### src/rtl/oaid_pkg.sv
// Package for the ordered array insert/delete block.
// Holds the table depth, field widths, command and status codes and the cell control type.
// No dependencies.
package oaid_pkg;

  localparam int DEPTH   = 16;
  localparam int IDX_W   = $clog2(DEPTH);
  localparam int CNT_W   = $clog2(DEPTH + 1);
  localparam int DATA_W  = 32;
  localparam int CMD_W   = 2;
  localparam int STAT_W  = 2;

  localparam logic [CMD_W-1:0] CMD_INSERT = 2'd0;
  localparam logic [CMD_W-1:0] CMD_DELETE = 2'd1;
  localparam logic [CMD_W-1:0] CMD_READ   = 2'd2;

  localparam logic [STAT_W-1:0] STATUS_OK    = 2'd0;
  localparam logic [STAT_W-1:0] STATUS_RANGE = 2'd1;
  localparam logic [STAT_W-1:0] STATUS_FULL  = 2'd2;

  typedef enum logic [1:0] {
    CELL_HOLD       = 2'd0,
    CELL_LOAD_VALUE = 2'd1,
    CELL_SHIFT_UP   = 2'd2,
    CELL_SHIFT_DOWN = 2'd3
  } cell_op_t;

  typedef struct packed {
    cell_op_t op;
  } cell_ctrl_t;

endpackage

### src/rtl/oaid_if.sv
// Channel interfaces for the ordered array insert/delete block.
// Command channel and result channel, each a valid/ready transaction with payload.
// Depends on oaid_pkg.
interface oaid_cmd_if import oaid_pkg::*; ();
  logic                     valid;
  logic                     ready;
  logic [CMD_W-1:0]         cmd;
  logic [CNT_W-1:0]         position;
  logic signed [DATA_W-1:0] value;

  modport source (output valid, cmd, position, value, input ready);
  modport sink (input valid, cmd, position, value, output ready);
endinterface

interface oaid_res_if import oaid_pkg::*; ();
  logic                     valid;
  logic                     ready;
  logic [STAT_W-1:0]        status;
  logic [CNT_W-1:0]         entry_count;
  logic [CNT_W-1:0]         removed_count;
  logic signed [DATA_W-1:0] read_value;

  modport source (output valid, status, entry_count, removed_count, read_value, input ready);
  modport sink (input valid, status, entry_count, removed_count, read_value, output ready);
endinterface

### src/rtl/oaid_cell.sv
// One storage cell of the ordered table row.
// Holds one entry, loads from either neighbor or the new value, and compares against a key.
// Depends on oaid_pkg.
module oaid_cell import oaid_pkg::*; (
  input  logic                     clk,
  input  cell_ctrl_t               ctrl,
  input  logic signed [DATA_W-1:0] left,
  input  logic signed [DATA_W-1:0] right,
  input  logic signed [DATA_W-1:0] load_data,
  input  logic signed [DATA_W-1:0] key,
  output logic signed [DATA_W-1:0] data,
  output logic                     match
);

  always_ff @(posedge clk) begin
    unique case (ctrl.op)
      CELL_LOAD_VALUE: data <= load_data;
      CELL_SHIFT_UP:   data <= left;
      CELL_SHIFT_DOWN: data <= right;
      CELL_HOLD:       data <= data;
      default:         data <= data;
    endcase
  end

  assign match = (data == key);

endmodule

### src/rtl/ordered_array_insert_delete.sv
// Top level of the ordered array insert/delete block.
// Instantiates a row of oaid_cell and the command sequencer; uses oaid_pkg and oaid_if.
// An insert or read command's result is registered as the command is accepted.
// A delete walks the row with a single compare-and-shift step: a match pulls every higher
// cell down and keeps the scan slot, a miss advances it, and the result is posted once the
// scan reaches the live count and the result channel is free. One command is in flight at a
// time, and a new one can be taken in the cycle its predecessor's result is taken. The table
// contents have no reset; only slots below the live count are ever read.
module ordered_array_insert_delete import oaid_pkg::*; (
  input logic           clk,
  input logic           rst,
  oaid_cmd_if.sink      cmd_ch,
  oaid_res_if.source    res_ch
);

  typedef enum logic [1:0] {
    ST_IDLE   = 2'b01,
    ST_DELETE = 2'b10
  } state_t;

  state_t                   state;
  logic [CNT_W-1:0]         count;
  logic [CNT_W-1:0]         scan;
  logic [CNT_W-1:0]         removed;
  logic signed [DATA_W-1:0] key;

  logic                     res_valid;
  logic [STAT_W-1:0]        res_status;
  logic [CNT_W-1:0]         res_count;
  logic [CNT_W-1:0]         res_removed;
  logic signed [DATA_W-1:0] res_read;

  logic signed [DATA_W-1:0] cell_data [DEPTH];
  logic [DEPTH-1:0]         cell_match;
  cell_ctrl_t               cell_ctrl [DEPTH];

  logic accept;
  logic res_free;
  logic ins_ok;
  logic rd_ok;
  logic scan_live;
  logic hit;

  assign res_free  = !res_valid || res_ch.ready;
  assign cmd_ch.ready = (state == ST_IDLE) && res_free;
  assign accept    = cmd_ch.valid && cmd_ch.ready;
  assign ins_ok    = (cmd_ch.position <= count) && (count < CNT_W'(DEPTH));
  assign rd_ok     = (cmd_ch.position < count);
  assign scan_live = (scan < count);
  assign hit       = cell_match[scan[IDX_W-1:0]];

  // Per-cell control: insert opens a gap at the position in one step; delete closes
  // the slot under the scan pointer by pulling every higher cell down.
  always_comb begin
    for (int j = 0; j < DEPTH; j++) begin
      cell_ctrl[j].op = CELL_HOLD;
      if (accept && cmd_ch.cmd == CMD_INSERT && ins_ok) begin
        if (CNT_W'(j) == cmd_ch.position) begin
          cell_ctrl[j].op = CELL_LOAD_VALUE;
        end else if (CNT_W'(j) > cmd_ch.position) begin
          cell_ctrl[j].op = CELL_SHIFT_UP;
        end
      end else if (state == ST_DELETE && scan_live && hit && CNT_W'(j) >= scan) begin
        cell_ctrl[j].op = CELL_SHIFT_DOWN;
      end
    end
  end

  for (genvar g = 0; g < DEPTH; g++) begin : g_cell
    logic signed [DATA_W-1:0] left_data;
    logic signed [DATA_W-1:0] right_data;

    if (g == 0) begin : g_first
      assign left_data = cmd_ch.value;
    end else begin : g_mid_left
      assign left_data = cell_data[g-1];
    end

    if (g == DEPTH - 1) begin : g_last
      assign right_data = cell_data[g];
    end else begin : g_mid_right
      assign right_data = cell_data[g+1];
    end

    oaid_cell u_cell (
      .clk       (clk),
      .ctrl      (cell_ctrl[g]),
      .left      (left_data),
      .right     (right_data),
      .load_data (cmd_ch.value),
      .key       (key),
      .data      (cell_data[g]),
      .match     (cell_match[g])
    );
  end

  always_ff @(posedge clk) begin
    if (rst) begin
      state     <= ST_IDLE;
      count     <= '0;
      scan      <= '0;
      removed   <= '0;
      res_valid <= 1'b0;
    end else begin
      if (res_valid && res_ch.ready) begin
        res_valid <= 1'b0;
      end
      unique case (state)
        ST_IDLE: begin
          if (accept) begin
            res_removed <= '0;
            res_read    <= '0;
            res_status  <= STATUS_OK;
            res_count   <= count;
            res_valid   <= 1'b1;
            priority if (cmd_ch.cmd == CMD_INSERT) begin
              if (cmd_ch.position > count) begin
                res_status <= STATUS_RANGE;
              end else if (count >= CNT_W'(DEPTH)) begin
                res_status <= STATUS_FULL;
              end else begin
                count     <= count + 1'b1;
                res_count <= count + 1'b1;
              end
            end else if (cmd_ch.cmd == CMD_DELETE) begin
              // The result is posted when the scan finishes.
              res_valid <= 1'b0;
              key       <= cmd_ch.value;
              scan      <= '0;
              removed   <= '0;
              state     <= ST_DELETE;
            end else if (cmd_ch.cmd == CMD_READ) begin
              if (rd_ok) begin
                res_read <= cell_data[cmd_ch.position[IDX_W-1:0]];
              end else begin
                res_status <= STATUS_RANGE;
              end
            end else begin
              res_status <= STATUS_OK;
            end
          end
        end
        ST_DELETE: begin
          if (scan_live) begin
            if (hit) begin
              count   <= count - 1'b1;
              removed <= removed + 1'b1;
            end else begin
              scan <= scan + 1'b1;
            end
          end else if (res_free) begin
            res_valid   <= 1'b1;
            res_status  <= STATUS_OK;
            res_count   <= count;
            res_removed <= removed;
            res_read    <= '0;
            state       <= ST_IDLE;
          end
        end
        default: state <= ST_IDLE;
      endcase
    end
  end

  assign res_ch.valid         = res_valid;
  assign res_ch.status        = res_status;
  assign res_ch.entry_count   = res_count;
  assign res_ch.removed_count = res_removed;
  assign res_ch.read_value    = res_read;

  a_count_bound: assert property (@(posedge clk) disable iff (rst)
    count <= CNT_W'(DEPTH))
    else $error("live count exceeds table depth");

  a_scan_bound: assert property (@(posedge clk) disable iff (rst)
    state == ST_DELETE |-> scan <= count)
    else $error("delete scan pointer passed the live count");

  a_insert_grows: assert property (@(posedge clk) disable iff (rst)
    accept && cmd_ch.cmd == CMD_INSERT && ins_ok |=> count == CNT_W'($past(count) + 1'b1))
    else $error("accepted insert did not grow the table by one");

  a_delete_shrinks: assert property (@(posedge clk) disable iff (rst)
    state == ST_DELETE && scan_live && hit |=>
      count == CNT_W'($past(count) - 1'b1) && removed == CNT_W'($past(removed) + 1'b1))
    else $error("delete match did not move one entry from count to removed");

endmodule

### src/flat_wrapper.sv
// flat-port wrapper written by rule: the top's interface ports become plain ports
module ordered_array_insert_delete_flat import oaid_pkg::*;
  (clk, rst, cmd_ch_valid, cmd_ch_cmd, cmd_ch_position, cmd_ch_value, cmd_ch_ready, res_ch_valid, res_ch_status, res_ch_entry_count, res_ch_removed_count, res_ch_read_value, res_ch_ready);
  oaid_cmd_if cmd_ch_i ();
  oaid_res_if res_ch_i ();
  input logic clk;
  input logic rst;
  input wire logic [$bits(cmd_ch_i.valid)-1:0] cmd_ch_valid;
  input wire logic [$bits(cmd_ch_i.cmd)-1:0] cmd_ch_cmd;
  input wire logic [$bits(cmd_ch_i.position)-1:0] cmd_ch_position;
  input wire logic [$bits(cmd_ch_i.value)-1:0] cmd_ch_value;
  output wire logic [$bits(cmd_ch_i.ready)-1:0] cmd_ch_ready;
  output wire logic [$bits(res_ch_i.valid)-1:0] res_ch_valid;
  output wire logic [$bits(res_ch_i.status)-1:0] res_ch_status;
  output wire logic [$bits(res_ch_i.entry_count)-1:0] res_ch_entry_count;
  output wire logic [$bits(res_ch_i.removed_count)-1:0] res_ch_removed_count;
  output wire logic [$bits(res_ch_i.read_value)-1:0] res_ch_read_value;
  input wire logic [$bits(res_ch_i.ready)-1:0] res_ch_ready;
  assign cmd_ch_i.valid = cmd_ch_valid;
  assign cmd_ch_i.cmd = cmd_ch_cmd;
  assign cmd_ch_i.position = cmd_ch_position;
  assign cmd_ch_i.value = cmd_ch_value;
  assign cmd_ch_ready = cmd_ch_i.ready;
  assign res_ch_valid = res_ch_i.valid;
  assign res_ch_status = res_ch_i.status;
  assign res_ch_entry_count = res_ch_i.entry_count;
  assign res_ch_removed_count = res_ch_i.removed_count;
  assign res_ch_read_value = res_ch_i.read_value;
  assign res_ch_i.ready = res_ch_ready;
  ordered_array_insert_delete u_core (.clk(clk), .rst(rst), .cmd_ch(cmd_ch_i), .res_ch(res_ch_i));
endmodule
### config.mk
export PLATFORM = sky130hd
export DESIGN_NAME = ordered_array_insert_delete_flat
export DESIGN_NICKNAME = d
export VERILOG_FILES = /design/src/rtl/oaid_pkg.sv /design/src/rtl/oaid_if.sv /design/src/rtl/oaid_cell.sv /design/src/rtl/ordered_array_insert_delete.sv /design/src/flat_wrapper.sv
export SDC_FILE = /design/constraint.sdc
export NUM_CORES = 2
export LEC_CHECK = 0
export BUFFER_PORTS_ARGS = -buffer_cell sky130_fd_sc_hd__buf_2
export CORE_MARGIN = 8
export CORE_UTILIZATION = 55
export DETAILED_ROUTE_END_ITERATION = 10
export MAX_ROUTING_LAYER = met4
export PLACE_DENSITY_LB_ADDON = 0.1
export SLEW_MARGIN = 20
export SYNTH_ARGS = -nofsm -noshare
export SYNTH_HDL_FRONTEND = slang
export SYNTH_SLANG_ARGS = --single-unit
### constraint.sdc
create_clock -name clk -period 11.45 [get_ports clk]
set_input_delay 2.29 -clock clk [delete_from_list [all_inputs] [get_ports clk]]
set_output_delay 2.29 -clock clk [all_outputs]
set_load 0.02 [all_outputs]
## Word level (Yosys, flattened, before mapping)

Index checks and enable logic that the tools add are counted.

- Register bits after elaboration: 606
- Latch bits: 0
- Bits in writable memories: 0
- ROM bits: 0
- Bits of input ports: 43
- Output and inout port bits: 46
- Memories kept: 0

- Add/sub/neg operators: 4
- Multiply operators: 0
- Div/mod/pow operators: 0
- Magnitude comparators: 40
- Equality and inequality tests: 91
- Shifts and indexed selects: 0
- Mux-type cells: 139
- Bitwise gates (word level): 3
- Reductions and logical operators: 53

Operators with widths:

| kind | number |
|---|---|
| $pmux 32 s3 | 14 |
| $eq 32x32->1 | 16 |
| $mux 32 | 9 |
| $pmux 32 s2 | 3 |
| $mux 2 | 76 |
| $bmux 32 s4 | 1 |
| $mux 5 | 18 |
| $eq 2x2->1 const B | 34 |
| $pmux 5 s2 | 5 |
| $eq 4x5->1 const A | 8 |
| $ge 4x5->1 const A | 8 |
| $gt 4x5->1 const A | 8 |
| $eq 2x1->1 const B | 18 |
| $logic_not 2->1 | 17 |
| $logic_and 1x1->1 | 24 |
| $eq 3x5->1 const A | 4 |
| $ge 3x5->1 const A | 4 |
| $gt 3x5->1 const A | 4 |
| $add 5x1->5 const B | 3 |
| $reduce_and 5->1 | 3 |
| $reduce_and 6->1 | 2 |
| $eq 2x5->1 const A | 2 |
| $ge 1x5->1 const A | 2 |
| $ge 2x5->1 const A | 2 |
| 24 further kinds | 45 |

## Depth between registers and ports, before layout

- Word-level depth: 10
- Depth in mapped cells: 17
- Gate-level depth less buffers: 13

## Hierarchy

A second synthesis with hierarchy kept.

- Cells, all modules: 3565
- Area total of the unflattened synthesis: 40222.3 um^2

Modules (own cells, without submodules):

| module | instances | cells an instance | area each (um^2) |
|---|---|---|---|
| oaid_cell | 16 | 183 | 1986.9 |
| ordered_array_insert_delete | 1 | 637 | 8431.8 |

## Least setup slack after synthesis

OpenSTA, ideal clock, no wires.

- Path type: in2reg
- Start point: input cmd_ch_position[1]
- End point: register u_core.g_cell[11].u_cell.data[0] (enable)
- Setup time: 466 ps
- Data arrival time: 6228 ps
- Setup slack: 4757 ps
- Stages on the path: 9
- Cell sequence: ha_1 nor2b_1 o21a_1 o21a_1 o21ai_0 a32o_1 clkbuf_1 nand3_1 o21ai_0

- Longest elaborated chain between the ends: 5
- Elaborated cells on any way between the ends: 9
- Those cells by class: order compare: 2; eq/ne: 1; mux: 3; reduce/logical: 3

RTL lines:

| item | RTL line | source |
|---|---|---|
| from (decl) | flat_wrapper.sv:10 | `input wire logic [$bits(cmd_ch_i.position)-1:0] cmd_ch_position;` |
| $gt 4x5->1 or $le 5x5->1 (tied branches) | ordered_array_insert_delete.sv:60, ordered_array_insert_delete.sv:47 |  |
| $mux 2 or $logic_and 1x1->1 (tied branches) | ordered_array_insert_delete.sv:60, ordered_array_insert_delete.sv:47 |  |
| $mux 2 or $logic_and 1x1->1 (tied branches) | ordered_array_insert_delete.sv:58, ordered_array_insert_delete.sv:57 |  |
| $mux 2 (*) | ordered_array_insert_delete.sv:57 | `if (accept && cmd_ch.cmd == CMD_INSERT && ins_ok) begin` |
| $logic_not 2->1 (*) | oaid_cell.sv:16 | `unique case (ctrl.op)` |
| to (signal assigned) | oaid_cell.sv:17 | `CELL_LOAD_VALUE: data <= load_data;` |
| to (signal assigned) | oaid_cell.sv:18 | `CELL_SHIFT_UP: data <= left;` |
| to (signal assigned) | oaid_cell.sv:19 | `CELL_SHIFT_DOWN: data <= right;` |
| to (decl) | oaid_cell.sv:11 | `output logic signed [DATA_W-1:0] data,` |

Mark *: on every way between the ends. The rest lies on a longest branch, timed or not.
A chain may end at the register's enable or synchronous reset.

## Worst setup path after layout

- Start point: input cmd_ch_position[2]
- End point: register u_core.g_cell[13].u_cell.data[14] (enable)

- Longest elaborated chain between the ends: 5
- Elaborated cells on any way between the ends: 9
- Those cells by class: order compare: 2; eq/ne: 1; mux: 3; reduce/logical: 3

RTL lines:

| item | RTL line |
|---|---|
| $gt 4x5->1 or $le 5x5->1 (tied branches) | ordered_array_insert_delete.sv:60, ordered_array_insert_delete.sv:47 |
| $mux 2 or $logic_and 1x1->1 (tied branches) | ordered_array_insert_delete.sv:60, ordered_array_insert_delete.sv:47 |
| $mux 2 or $logic_and 1x1->1 (tied branches) | ordered_array_insert_delete.sv:58, ordered_array_insert_delete.sv:57 |
| $mux 2 (*) | ordered_array_insert_delete.sv:57 |
| $logic_not 2->1 (*) | oaid_cell.sv:16 |
| to (signal assigned) | oaid_cell.sv:17 |
| to (signal assigned) | oaid_cell.sv:18 |
| to (signal assigned) | oaid_cell.sv:19 |
| to (decl) | oaid_cell.sv:11 |

Marked as above.

==> qor.csv <==
metric,value,unit
largest family of logic cells by synthesized area,compound AO/OA/AOI/OAI gates,
area of the die,80500,sq um
DRC Markers,0,
transition time of the tightest slew-check pin,1.20,ns
maximum cell stage delay along the critical path,0.88,ns
Final Hold Fails,0,
fraction of the core area covered by cells at the end of the flow,60.1,%
total negative slack,0,ns
Worst Path Arrival,6.95,ns
number of nets in the finished design,3422,
kind of critical path,input port to flip-flop,
count of cells resized by post-cts repair,0,
# setup viols final,0,
worst slack at placement,4.24,ns
clock transition at the registers of the reported paths,0.06,ns
fmax,149,MHz
outcome,completed,
length of the first detailed-routing pass in iterations,9,
std cell rows,98,
vias in the first global route,31304,
number of clock sinks,606,
final estimated routing congestion in global placement,1.05,
area share of the leading cell type in the synthesized netlist,44.8,%
number of buffers inserted during clock tree synthesis,73,
post-synth design cell area,39400,sq um
share of the clock period used by the worst path after layout,58.6,%
"Avg Cell Area, Syn",11.3,sq um
CTS tree,built,
relative area change from synthesis to final layout,8.67,%
kind of cell with the highest combined delay on the critical path,compound AO/OA/AOI/OAI gates,
HP Class,flip-flop to flip-flop,
y dimension of the die,284,um
Core ar.,71200,sq um
DP HPWL,126,mm
Critical Path End Type,flip-flop,
adder and majority gate portion of the synthesized area,0.571,%
maximum clock skew at final layout,0.0258,ns
biggest fanout along the worst timing path,76,
xor/xnor share of the synthesized area,11.5,%
critical path buffer and inverter count,3,
smallest setup slack after layout,4.74,ns
# port buffers,88,
Antenna Nets Post-Route,0,
# Max-Cap Violations,0,
CTS root buf,sky130_fd_sc_hd__clkbuf_16,
DR vias/cell,7.79,
detailed-route via count,34054,
global-route wire length before repair,243,mm
crit-path cells,buf_2 > buf_4 > ha_1 > o21a_1 > o21a_1 > o21ai_0 > a32o_1 > a211o_1 > a211oi_1 > and2_1 > buf_4 > or2_2,
data required time of the worst path,11.69,ns
total setup buffers inserted after CTS,0,
synthesis warning total,0,
average wire per standard cell,39.6,um
fraction of synthesized area in multiplexers,7.90,%
peak supply drop,0.120,mV
Synth cell types,74,
Slew headroom,19.8,%
Die Wd,284,um
cts-stage hold buffer count,0,
largest net degree at the start of global routing,113,
Static Leak,14.8,nW
count of pins on the block boundary,89,
number of buffers on the longest clock path,3,
cell type contributing the most total cell area after synthesis,sky130_fd_sc_hd__edfxtp_1,
Routed WL,173,mm
CP Launch Type,input port,
RSZ-0062 raised after global routing,false,
synthesized net count,3545,
total global-route track usage,42.3,%
CP max-delay cell,sky130_fd_sc_hd__or2_2,
source-to-sink clock delay at the later pin of the worst-skew pair,0.64,ns
commonest register cell after synthesis,sky130_fd_sc_hd__edfxtp_1,
H-tree depth reported by CTS,3,
initial antenna violation count,8,
starting density of the core,55.3,%
fin crit period,6.71,ns
share of synthesized registers carrying an async set or reset,0,%
flip-flop and latch count after synthesis,606,
gr ovfl total,0,
Area contributors post-synth,"sky130_fd_sc_hd__edfxtp_1, sky130_fd_sc_hd__xor2_1, sky130_fd_sc_hd__a221o_1",
DRC marker count from the first detailed-route iteration,6238,
post-synthesis cell count,3484,
fraction of the mapped netlist area in compound gates,19.1,%
ratio of cells with drive above 1 in the final layout,13.4,%
simple-gate portion of the synthesized area,10.3,%
final max-slew violation count,0,
count of flip-flops with a built-in enable after synthesis,588,
ratio of total power to cell area,132,nW/um^2
part of the Yosys area used for sequential elements,45.7,%
==> synthesized netlist by cell type, types with 8 or more instances <==
cell                       number
sky130_fd_sc_hd__buf_1         23
sky130_fd_sc_hd__and2_1       121
sky130_fd_sc_hd__nor3_1        34
sky130_fd_sc_hd__nand2_1      190
sky130_fd_sc_hd__mux2_2        21
sky130_fd_sc_hd__mux4_2        64
sky130_fd_sc_hd__inv_1         83
sky130_fd_sc_hd__o221ai_1      64
sky130_fd_sc_hd__a32oi_1      145
sky130_fd_sc_hd__clkbuf_1     229
sky130_fd_sc_hd__nand3b_1      32
sky130_fd_sc_hd__a31o_2        34
sky130_fd_sc_hd__mux2i_1      131
sky130_fd_sc_hd__ha_1          18
sky130_fd_sc_hd__o211ai_1      71
sky130_fd_sc_hd__xor2_1       288
sky130_fd_sc_hd__edfxtp_1     588
sky130_fd_sc_hd__nand4_1       80
sky130_fd_sc_hd__o31ai_1       56
sky130_fd_sc_hd__nor4_1        94
sky130_fd_sc_hd__a21oi_1       56
sky130_fd_sc_hd__buf_2        111
sky130_fd_sc_hd__a32o_1        34
sky130_fd_sc_hd__xnor2_1      231
sky130_fd_sc_hd__nand3_1        9
sky130_fd_sc_hd__dfxtp_1       18
sky130_fd_sc_hd__mux2_1        11
sky130_fd_sc_hd__a22oi_1        8
sky130_fd_sc_hd__and3_1        99
sky130_fd_sc_hd__a221o_1      217
sky130_fd_sc_hd__or2_2         10
sky130_fd_sc_hd__o21ai_0      107
sky130_fd_sc_hd__nand2b_1       8
sky130_fd_sc_hd__nor2_1        27
sky130_fd_sc_hd__o22ai_1       33
sky130_fd_sc_hd__a21o_1        38
sky130_fd_sc_hd__a211o_1       35
sky130_fd_sc_hd__buf_4         16
==> state kept, by name, indices dropped and copies added (netlist names), 5 cells and up <==
signal and count:
u_core.count 5, u_core.g_cell.u_cell.data 512, u_core.key 32, u_core.removed 5, u_core.res_ch.entry_count 5, u_core.res_ch.read_value 32, u_core.res_ch.removed_count 5, u_core.scan 5
==> worst min-delay path, delay by kind of cell (launching register included) <==
| family | cells | cell delay [ns] |
|---|---|---|
| DFF | 1 | 0.31 |
| muxes | 1 | 0.06 |
| and+or+nand+nor | 1 | 0.05 |
==> stage by stage <==
step	total power [mW]	instance area (sq um)	hold slack (ns)	instances
finish	5.66	42800	0.484	4370
global route	5.75	42800	0.518	4368
CTS	5.63	42800	0.491	4364
detailed placement	3.25	40400	0.483	4235
global placement	3.24	40400	0.453	4235
floorplan	2.99	39400	0.438	3484
==> logic make-up after synthesis <==
logic type	after synthesis
adder cells (fa/ha/maj)	18
AO/OA/AOI/OAI	927
multiplexers	227
flip-flops	606
XOR/XNOR	519
buffers and inverters	462
AND/OR/NAND/NOR	725
==> worst paths after layout <==
check | startpoint | end | slack, ns | cells after the start
setup / recovery | cmd_ch_position[2] | u_core.g_cell[13].u_cell.data[14] | 4.74 | 12
hold / removal | u_core.removed[4] | u_core.removed[4] | 0.48 | 2
setup reg to reg | u_core.key[3] | u_core.g_cell[2].u_cell.data[30] | 4.89 | 12
hold reg to reg | u_core.removed[4] | u_core.removed[4] | 0.48 | 2
==> report_power, final <==
part | internal, mW | switching [mW] | total (mW)
clock | 1.42 | 0.995 | 2.42
combinational | 0.223 | 0.478 | 0.701
sequential | 2.50 | 0.0410 | 2.54
total | 4.14 | 1.51 | 5.66
==> cells in the final DEF, fill, tap and decap left out, types with 83 or more instances in the layout <==
master,n
sky130_fd_sc_hd__xnor2_1,231
sky130_fd_sc_hd__xor2_1,288
sky130_fd_sc_hd__buf_2,86
sky130_fd_sc_hd__nor4_1,92
sky130_fd_sc_hd__a221o_1,217
sky130_fd_sc_hd__nand2_1,188
sky130_fd_sc_hd__edfxtp_1,588
sky130_fd_sc_hd__and3_1,99
sky130_fd_sc_hd__inv_1,83
sky130_fd_sc_hd__o21ai_0,106
sky130_fd_sc_hd__and2_1,122
sky130_fd_sc_hd__mux2i_1,131
sky130_fd_sc_hd__buf_4,92
sky130_fd_sc_hd__a32oi_1,145
==> final cells by class <==
cell class	count	area (sq um)
fill	5791	28400
clock buffer	94	2020
timing repair buffer	181	1180
multi-input combinational	2416	19700
antenna	5	12.5
clock inverter	35	377
tap	950	1190
inverter	83	312
sequential	606	18000
==> per-layer routing <==
metal  vias to the layer above  global-route usage [%]  wire length (um)
met5                         -                       -                 0
met4                         0                    23.4             12700
met3                       542                    10.2             23400
met2                      3158                    61.6             74800
met1                     16840                    54.2             62000
li1                      13514                       -                 -
Power figures use the tool's default switching activity.
